**src/rtl/skcp_pkg.sv**
```systemverilog
// skcp_pkg: shared types, byte codes and keyword tables for the keyword command parser
// no dependencies; imported by skcp_match and serial_keyword_command_parser
package skcp_pkg;

  // result status codes
  localparam logic [1:0] STATUS_OK       = 2'd0;
  localparam logic [1:0] STATUS_UNKNOWN  = 2'd1;
  localparam logic [1:0] STATUS_TOO_LONG = 2'd2;

  // byte codes
  localparam logic [7:0] CH_NUL     = 8'd0;
  localparam logic [7:0] CH_BS      = 8'd8;
  localparam logic [7:0] CH_TAB     = 8'd9;
  localparam logic [7:0] CH_LF      = 8'd10;
  localparam logic [7:0] CH_CR      = 8'd13;
  localparam logic [7:0] CH_SP      = 8'd32;
  localparam logic [7:0] CH_DEL     = 8'd127;
  localparam logic [7:0] CH_LOWER_A = "a";
  localparam logic [7:0] CH_LOWER_Z = "z";
  localparam logic [7:0] CASE_DIFF  = "a" - "A";

  // keyword table
  localparam int KW_COUNT   = 13;
  localparam int KW_MAX_LEN = 9;
  // position counter saturates one above the longest keyword
  localparam int KW_POS_W   = $clog2(KW_MAX_LEN + 2);
  localparam logic [KW_POS_W-1:0] KW_POS_SAT = KW_POS_W'(KW_MAX_LEN + 1);

  localparam logic [7:0] KW_CHARS [KW_COUNT][KW_MAX_LEN] = '{
    '{"A", "U", "T", "O", 8'h00, 8'h00, 8'h00, 8'h00, 8'h00},
    '{"I", "D", "L", "E", 8'h00, 8'h00, 8'h00, 8'h00, 8'h00},
    '{"C", "U", "R", "I", "O", "U", "S", 8'h00, 8'h00},
    '{"T", "H", "I", "N", "K", 8'h00, 8'h00, 8'h00, 8'h00},
    '{"T", "H", "I", "N", "K", "I", "N", "G", 8'h00},
    '{"L", "I", "S", "T", "E", "N", 8'h00, 8'h00, 8'h00},
    '{"L", "I", "S", "T", "E", "N", "I", "N", "G"},
    '{"H", "A", "P", "P", "Y", 8'h00, 8'h00, 8'h00, 8'h00},
    '{"S", "L", "E", "E", "P", 8'h00, 8'h00, 8'h00, 8'h00},
    '{"S", "L", "E", "E", "P", "Y", 8'h00, 8'h00, 8'h00},
    '{"S", "P", "E", "A", "K", 8'h00, 8'h00, 8'h00, 8'h00},
    '{"S", "P", "E", "A", "K", "I", "N", "G", 8'h00},
    '{"A", "L", "E", "R", "T", 8'h00, 8'h00, 8'h00, 8'h00}
  };

  localparam logic [KW_POS_W-1:0] KW_LEN [KW_COUNT] = '{
    4'd4, 4'd4, 4'd7, 4'd5, 4'd8, 4'd6, 4'd9, 4'd5, 4'd5, 4'd6, 4'd5, 4'd8, 4'd5
  };

  localparam logic [3:0] KW_CODE [KW_COUNT] = '{
    4'd0, 4'd1, 4'd2, 4'd3, 4'd3, 4'd4, 4'd4, 4'd5, 4'd6, 4'd6, 4'd7, 4'd7, 4'd8
  };

  // sequencer states
  typedef enum logic [1:0] {
    ST_IDLE,
    ST_SCAN,
    ST_FIN
  } state_t;

  // sequencer to matcher
  typedef struct packed {
    logic       clear;
    logic       step;
    logic [7:0] chr;
  } match_ctl_t;

  // matcher to sequencer
  typedef struct packed {
    logic       hit;
    logic [3:0] code;
  } match_res_t;

endpackage

```
**src/rtl/skcp_ram.sv**
```systemverilog
// skcp_ram: generic single write, single read RAM with registered read data
// no dependencies
module skcp_ram #(
  parameter int WIDTH = 8,
  parameter int DEPTH = 31
) (
  input  logic                     clk,
  input  logic                     we,
  input  logic [$clog2(DEPTH)-1:0] waddr,
  input  logic [WIDTH-1:0]         wdata,
  input  logic [$clog2(DEPTH)-1:0] raddr,
  output logic [WIDTH-1:0]         rdata
);

  logic [WIDTH-1:0] mem [DEPTH];
  logic [WIDTH-1:0] rdata_r;

  always_ff @(posedge clk) begin
    if (we) begin
      mem[waddr] <= wdata;
    end
    rdata_r <= mem[raddr];
  end

  assign rdata = rdata_r;

endmodule

```
**src/rtl/skcp_match.sv**
```systemverilog
// skcp_match: keyword matcher, one normalised character per step against all keywords
// depends on skcp_pkg
module skcp_match
  import skcp_pkg::*;
(
  input  logic       clk,
  input  logic       rst_n,
  input  match_ctl_t ctl,
  output match_res_t res
);

  logic [KW_COUNT-1:0] alive_r, alive_nxt;
  logic [KW_POS_W-1:0] pos_r, pos_nxt;

  always_comb begin
    alive_nxt = alive_r;
    pos_nxt   = pos_r;
    if (ctl.clear) begin
      alive_nxt = '1;
      pos_nxt   = '0;
    end else if (ctl.step) begin
      for (int k = 0; k < KW_COUNT; k++) begin
        alive_nxt[k] = alive_r[k] && (pos_r < KW_LEN[k]) &&
                       (KW_CHARS[k][pos_r] == ctl.chr);
      end
      pos_nxt = (pos_r == KW_POS_SAT) ? pos_r : pos_r + 1'b1;
    end
  end

  always_ff @(posedge clk) begin
    if (!rst_n) begin
      alive_r <= '1;
      pos_r   <= '0;
    end else begin
      alive_r <= alive_nxt;
      pos_r   <= pos_nxt;
    end
  end

  // full match: prefix still alive and length used up
  always_comb begin
    res.hit  = 1'b0;
    res.code = '0;
    for (int k = KW_COUNT - 1; k >= 0; k--) begin
      if (alive_r[k] && (KW_LEN[k] == pos_r)) begin
        res.hit  = 1'b1;
        res.code = KW_CODE[k];
      end
    end
  end

endmodule

```
**src/rtl/serial_keyword_command_parser.sv**
```systemverilog
// serial_keyword_command_parser: line buffer, scan sequencer and result register
// depends on skcp_pkg, skcp_ram, skcp_match
//
//  channel | ports                                   | direction
//  --------+-----------------------------------------+----------
//  in      | in_valid, in_stall, in_rx_byte[7:0]      | request in
//  out     | out_valid, out_stall, out_status[1:0],   | request out
//          | out_command_code[3:0]                   |
//
// ordinary bytes and backspaces are handled in the idle state without a scan
// a line end starts a scan: one ram read per stored byte through the
//   single read port, each fed to the shared keyword compare unit, then the
//   FIN state registers the verdict; fewer reads if a zero byte ends the text early
// while a line is scanned in_stall is high
// a request that would give a result waits while the output register is full
// synchronous active-low reset clears length, sequencer and output valid;
//   the line store itself is not cleared
module serial_keyword_command_parser
  import skcp_pkg::*;
#(
  parameter int LINE_BYTES = 32
) (
  input  logic       clk,
  input  logic       rst_n,
  input  logic       in_valid,
  output logic       in_stall,
  input  logic [7:0] in_rx_byte,
  output logic       out_valid,
  input  logic       out_stall,
  output logic [1:0] out_status,
  output logic [3:0] out_command_code
);

  localparam int DEPTH = LINE_BYTES - 1;
  localparam int LW    = $clog2(LINE_BYTES);
  localparam int AW    = $clog2(DEPTH);

  state_t         state_r, state_nxt;
  logic [LW-1:0]  len_r, len_nxt;
  logic [AW-1:0]  idx_r, idx_nxt;
  logic           out_valid_r, out_valid_nxt;
  logic [1:0]     out_status_r, out_status_nxt;
  logic [3:0]     out_code_r, out_code_nxt;

  // input byte classes
  logic is_eol, is_bs, full, needs_out, accept;

  // scan side
  logic [7:0]    scan_byte, scan_chr;
  logic          scan_nul, scan_space, scan_last;
  logic          ram_we;
  logic [AW-1:0] ram_raddr;
  match_ctl_t    mctl;
  match_res_t    mres;

  assign is_eol = (in_rx_byte == CH_CR) || (in_rx_byte == CH_LF);
  assign is_bs  = (in_rx_byte == CH_BS) || (in_rx_byte == CH_DEL);
  assign full   = (len_r == LW'(DEPTH));

  // requests that produce a result need the output register free
  assign needs_out = (is_eol && (len_r != '0)) || (!is_eol && !is_bs && full);
  assign in_stall  = (state_r != ST_IDLE) || (out_valid_r && needs_out);
  assign accept    = in_valid && !in_stall;

  assign ram_we = accept && !is_eol && !is_bs && !full;

  skcp_ram #(
    .WIDTH (8),
    .DEPTH (DEPTH)
  ) u_line_store (
    .clk   (clk),
    .we    (ram_we),
    .waddr (len_r[AW-1:0]),
    .wdata (in_rx_byte),
    .raddr (ram_raddr),
    .rdata (scan_byte)
  );

  // normalise the byte read out of the store
  assign scan_nul   = (scan_byte == CH_NUL);
  assign scan_space = (scan_byte == CH_SP) || (scan_byte == CH_TAB) ||
                      (scan_byte == CH_CR) || (scan_byte == CH_LF);
  assign scan_chr   = ((scan_byte >= CH_LOWER_A) && (scan_byte <= CH_LOWER_Z)) ?
                      (scan_byte - CASE_DIFF) : scan_byte;
  assign scan_last  = ((LW'(idx_r) + 1'b1) == len_r);

  // read address runs one entry ahead during the scan; address 0 is
  // presented while idle so the first byte is ready when the scan starts
  always_comb begin
    if (state_r == ST_SCAN && !scan_last) begin
      ram_raddr = idx_r + 1'b1;
    end else if (state_r == ST_SCAN) begin
      ram_raddr = idx_r;
    end else begin
      ram_raddr = '0;
    end
  end

  assign mctl.clear = accept && is_eol;
  assign mctl.step  = (state_r == ST_SCAN) && !scan_nul && !scan_space;
  assign mctl.chr   = scan_chr;

  skcp_match u_match (
    .clk   (clk),
    .rst_n (rst_n),
    .ctl   (mctl),
    .res   (mres)
  );

  // sequencer next state and outputs
  always_comb begin
    state_nxt      = state_r;
    len_nxt        = len_r;
    idx_nxt        = idx_r;
    out_valid_nxt  = out_valid_r;
    out_status_nxt = out_status_r;
    out_code_nxt   = out_code_r;

    // result taken downstream
    if (out_valid_r && !out_stall) begin
      out_valid_nxt = 1'b0;
    end

    case (state_r)
      ST_IDLE: begin
        if (accept) begin
          if (is_eol) begin
            // empty line end is ignored
            if (len_r != '0) begin
              idx_nxt   = '0;
              state_nxt = ST_SCAN;
            end
          end else if (is_bs) begin
            if (len_r != '0) begin
              len_nxt = len_r - 1'b1;
            end
          end else if (full) begin
            // overflow: drop the byte, clear the line, report too long
            len_nxt        = '0;
            out_valid_nxt  = 1'b1;
            out_status_nxt = STATUS_TOO_LONG;
            out_code_nxt   = '0;
          end else begin
            len_nxt = len_r + 1'b1;
          end
        end
      end
      ST_SCAN: begin
        if (scan_nul || scan_last) begin
          state_nxt = ST_FIN;
        end else begin
          idx_nxt = idx_r + 1'b1;
        end
      end
      ST_FIN: begin
        len_nxt        = '0;
        out_valid_nxt  = 1'b1;
        out_status_nxt = mres.hit ? STATUS_OK : STATUS_UNKNOWN;
        out_code_nxt   = mres.hit ? mres.code : 4'd0;
        state_nxt      = ST_IDLE;
      end
      default: begin
        state_nxt = ST_IDLE;
      end
    endcase
  end

  always_ff @(posedge clk) begin
    if (!rst_n) begin
      state_r <= ST_IDLE;
    end else begin
      state_r <= state_nxt;
    end
  end

  always_ff @(posedge clk) begin
    if (!rst_n) begin
      len_r       <= '0;
      out_valid_r <= 1'b0;
    end else begin
      len_r       <= len_nxt;
      out_valid_r <= out_valid_nxt;
    end
  end

  // payload registers, no reset
  always_ff @(posedge clk) begin
    idx_r        <= idx_nxt;
    out_status_r <= out_status_nxt;
    out_code_r   <= out_code_nxt;
  end

  assign out_valid        = out_valid_r;
  assign out_status       = out_status_r;
  assign out_command_code = out_code_r;

  // line length never passes the store depth
  a_len_bound: assert property (@(posedge clk) disable iff (!rst_n)
    len_r <= LW'(DEPTH))
    else $error("line length beyond store depth");

  // scan index stays inside the stored line
  a_idx_bound: assert property (@(posedge clk) disable iff (!rst_n)
    (state_r == ST_SCAN) |-> (LW'(idx_r) < len_r))
    else $error("scan index outside line");

  // a finished scan always leaves an empty line and a pending result
  a_fin_clears: assert property (@(posedge clk) disable iff (!rst_n)
    (state_r == ST_FIN) |=> (len_r == '0) && out_valid_r)
    else $error("line end did not clear line or post result");

  // command code is zero unless a keyword was recognised
  a_code_zero: assert property (@(posedge clk) disable iff (!rst_n)
    (out_valid_r && (out_status_r != STATUS_OK)) |-> (out_code_r == 4'd0))
    else $error("command code set on failed line");

  // a scan only starts with the output register free
  a_scan_slot: assert property (@(posedge clk) disable iff (!rst_n)
    ((state_r == ST_IDLE) && (state_nxt == ST_SCAN)) |-> !out_valid_r)
    else $error("scan started with result pending");

endmodule

```
**config.mk**
```make
export PLATFORM = sky130hd
export DESIGN_NAME = serial_keyword_command_parser
export DESIGN_NICKNAME = d
export VERILOG_FILES = /design/src/rtl/skcp_pkg.sv /design/src/rtl/skcp_ram.sv /design/src/rtl/skcp_match.sv /design/src/rtl/serial_keyword_command_parser.sv
export SDC_FILE = /design/constraint.sdc
export NUM_CORES = 1
export LEC_CHECK = 0
export ABC_AREA = 1
export BUFFER_PORTS_ARGS = -buffer_cell sky130_fd_sc_hd__buf_2
export CAP_MARGIN = 0
export CORE_MARGIN = 2
export CORE_UTILIZATION = 40
export DETAILED_ROUTE_END_ITERATION = 10
export PLACE_DENSITY = 0.67
export SYNTH_ARGS = -nofsm -noshare
export SYNTH_HDL_FRONTEND = slang
export SYNTH_SLANG_ARGS = --single-unit
```
**constraint.sdc**
```tcl
create_clock -name clk -period 7.5 [get_ports clk]
set_input_delay 0.375 -clock clk [delete_from_list [all_inputs] [get_ports clk]]
set_output_delay 0.375 -clock clk [all_outputs]
set_load 0.01 [all_outputs]
```
==> run metrics <==
Reg-to-Reg Start idx_r[0]; gr ovfl total 0; vias in the first global route 11080; prevailing post-synth register cell edfxtp_1; via count 11210; Critical Path, Cell by Cell ha_1 > inv_1 > nand2_1 > nand2_1 > nand2_1 > nand3_1 > nor2_1 > nand2_1 > nand2_1 > o21ai_4 > buf_4 > inv_2 > buf_4 > or2_0 > nand3_1 > nand2_1 > nand2_1 > nand2_1 > nand2_1 > nand2_1; P&R area growth vs syn 10.98%; input/output buffers 19; antenna-violating nets left 0; max-cap viol count 0; Die Height 193.4 µm; relative slew slack 12.41%; ANT cells 0; H-tree level count 1; Placement Rows 69; power per cell area 231.9 nW/µm²; RSZ-0062 raised after global routing no; Clock Latency Late Sink 0.56 ns; Buf/Inv on CP 4; CP Data Required Time 7.95 ns; share of layout cells above drive strength 1 6.675%; final worst slack 3.194 ns; post-route clock period utilization 57.41%; Overall Power 3.694 mW; Total GRT Usage 20.73%; CP delay by family, top buffers and inverters; IO Count 20; commonest non-fill, non-tap cell in the layout nand2_1; Final Hold Viols 0; remaining routing DRC violations 0; nets 1608; cts bufs inserted 30; #FFs+latches synth 292; Detailed Route Iter0 Violations 1150; mapped cell area 14350 µm²; Post-Route WL 39240 µm; Hold Path Origin rst_n; CTS Buffer Depth 3; synthesized instance count 1588; largest net degree at the start of global routing 73; Worst VDD drop 238.7 µV; Worst path max stage delay 0.65 ns; sequential share of the synthesized area 58.79%; slew of the pin with the lowest slew margin 1.304 ns; Netlist cell types 35; root buf cell clkbuf_16; status complete, no violations; Critical Path End Type flop; Clock Pin Slew Worst Setup and Hold Paths 0.06 ns; Post-synth EDFFs 259; crit path kind flop to flop; CP arrival 4.75 ns; Crit-path slowest cell buf_4; commonest cells after routing, fill and taps aside nand2_1 (468), nand3_1 (298), edfxtp_1 (259); CTS tree built; final setup fails 0; hold crit path type primary input to flop; via/cell ratio 5.433; post-detail-place hpwl 24490 µm; Core Box Area 35480 µm²; dominant cells by area after synthesis edfxtp_1 (54%), nand2_1 (12%), nand3_1 (10%); Post-CTS Hold Fix Bufs 0; Starting Density 40.45%; first-pass GRT wire length 62040 µm; die width 193.4 µm; Critical Path Source Type flop; final instance area 15930 µm²; Max Slew Vio Count 0; initial antenna violation count 0; cell mode on critical path nand2_1; leading area contributor after synthesis edfxtp_1; setup total negative slack 0 ns; clock sink total 292; min Tclk post-route 4.306 ns; pre-CTS setup slack 3.299 ns; crit path max fanout 64; Worst Skew 0.01085 ns; post-DR wirelength/cell 19.01 µm; post-cts sizing count 0; leak pwr 6.607 nW; average size of a mapped cell 9.038 µm²; post-CTS setup buffer count 0; Max Freq 232.2 MHz; Synthesized Nets 1617; Placed Area 14830 µm²; Synth warnings 0; crit path launch idx_r[0]; top cell type's share of synthesized area 54.19%; routability congestion estimate 0.9247; Async S/R FF share, synth 0%; die area 37410 µm²; drt pass-1 iters 5
-- kinds of logic (layout without fill, tap and decap cells) --
logic type | count (synthesis) | after routing | synth area share (%)
compound gates | 82 | 82 | 3.243
buf+inv | 241 | 256 | 6.774
flops | 292 | 292 | 58.79
fa+ha+maj | 17 | 17 | 1.482
xor+xnor | 29 | 29 | 1.770
simple gates | 927 | 927 | 27.94
-- state kept, by name (all words and copies together) (netlist names) --
signal / count
idx_r: 5
len_r: 5
out_command_code: 4
out_status: 2
out_valid: 1
state_r: 2
u_line_store.mem: 248
u_line_store.rdata: 8
u_match.alive_r: 13
u_match.pos_r: 4
-- area by class of cell --
type,count,area (µm²)
fill,3357,19550
multi-input combinational,1055,4975
tap,461,576.8
clock buffer,42,877.1
clock inverter,14,205.2
inverter,159,596.8
timing repair buffer,41,260.3
sequential,292,8438
-- Yosys cell counts (23+ instances only) --
master,instances
edfxtp_1,259
clkbuf_1,34
o21ai_0,37
nand3_1,299
nand2_1,470
inv_1,149
dfxtp_1,33
nor2_1,69
xor2_1,26
buf_2,39
nand4_1,23
a21oi_1,27
nor3_1,54
-- metrics by stage --
step | hold WS [ns] | util, % | instances
5_1_grt | 0.09766 | 44.89 | 2064
2_1_floorplan | 0.4183 | - | 1588
3_3_place_gp | 0.4292 | 41.81 | 2007
6_report | 0.1072 | 44.89 | 2064
3_5_place_dp | 0.4350 | 41.81 | 2007
4_1_cts | 0.08394 | 44.86 | 2063
-- layer usage --
metal | vias up | wire length, µm | global-route usage [%]
met4 | 0 | 1225 | 7.803
met5 | - | 0 | 0
met3 | 103 | 2615 | 2.842
met1 | 5323 | 16430 | 27.43
li1 | 5338 | - | -
met2 | 450 | 18970 | 34.71
-- power by group --
part | leakage, nW | switching [mW] | total, mW | internal, mW
registers | 2.62 | 0.0350 | 1.83 | 1.79
logic | 3.46 | 0.188 | 0.256 | 0.0682
clock network | 0.534 | 0.626 | 1.61 | 0.987
total | 6.61 | 0.849 | 3.69 | 2.85
-- worst paths after layout --
path	endpoint	slack (ns)	cells after the start
min	out_valid	0.11	3
min reg2reg	u_match.alive_r[3]	0.45	2
max	u_line_store.rdata[6]	3.19	20
max reg2reg	u_line_store.rdata[6]	3.19	20
-- worst register-to-register path, cell delays in order (launching register included) --
cell,delay [ns]
edfxtp_1,0.55
ha_1,0.32
inv_1,0.07
nand2_1,0.07
nand2_1,0.11
nand2_1,0.06
nand3_1,0.09
nor2_1,0.05
nand2_1,0.36
nand2_1,0.18
o21ai_4,0.09
buf_4,0.65
inv_2,0.51
buf_4,0.41
or2_0,0.26
nand3_1,0.10
nand2_1,0.08
nand2_1,0.07
nand2_1,0.06
nand2_1,0.07
nand2_1,0.05
Power figures use the tool's default switching activity.
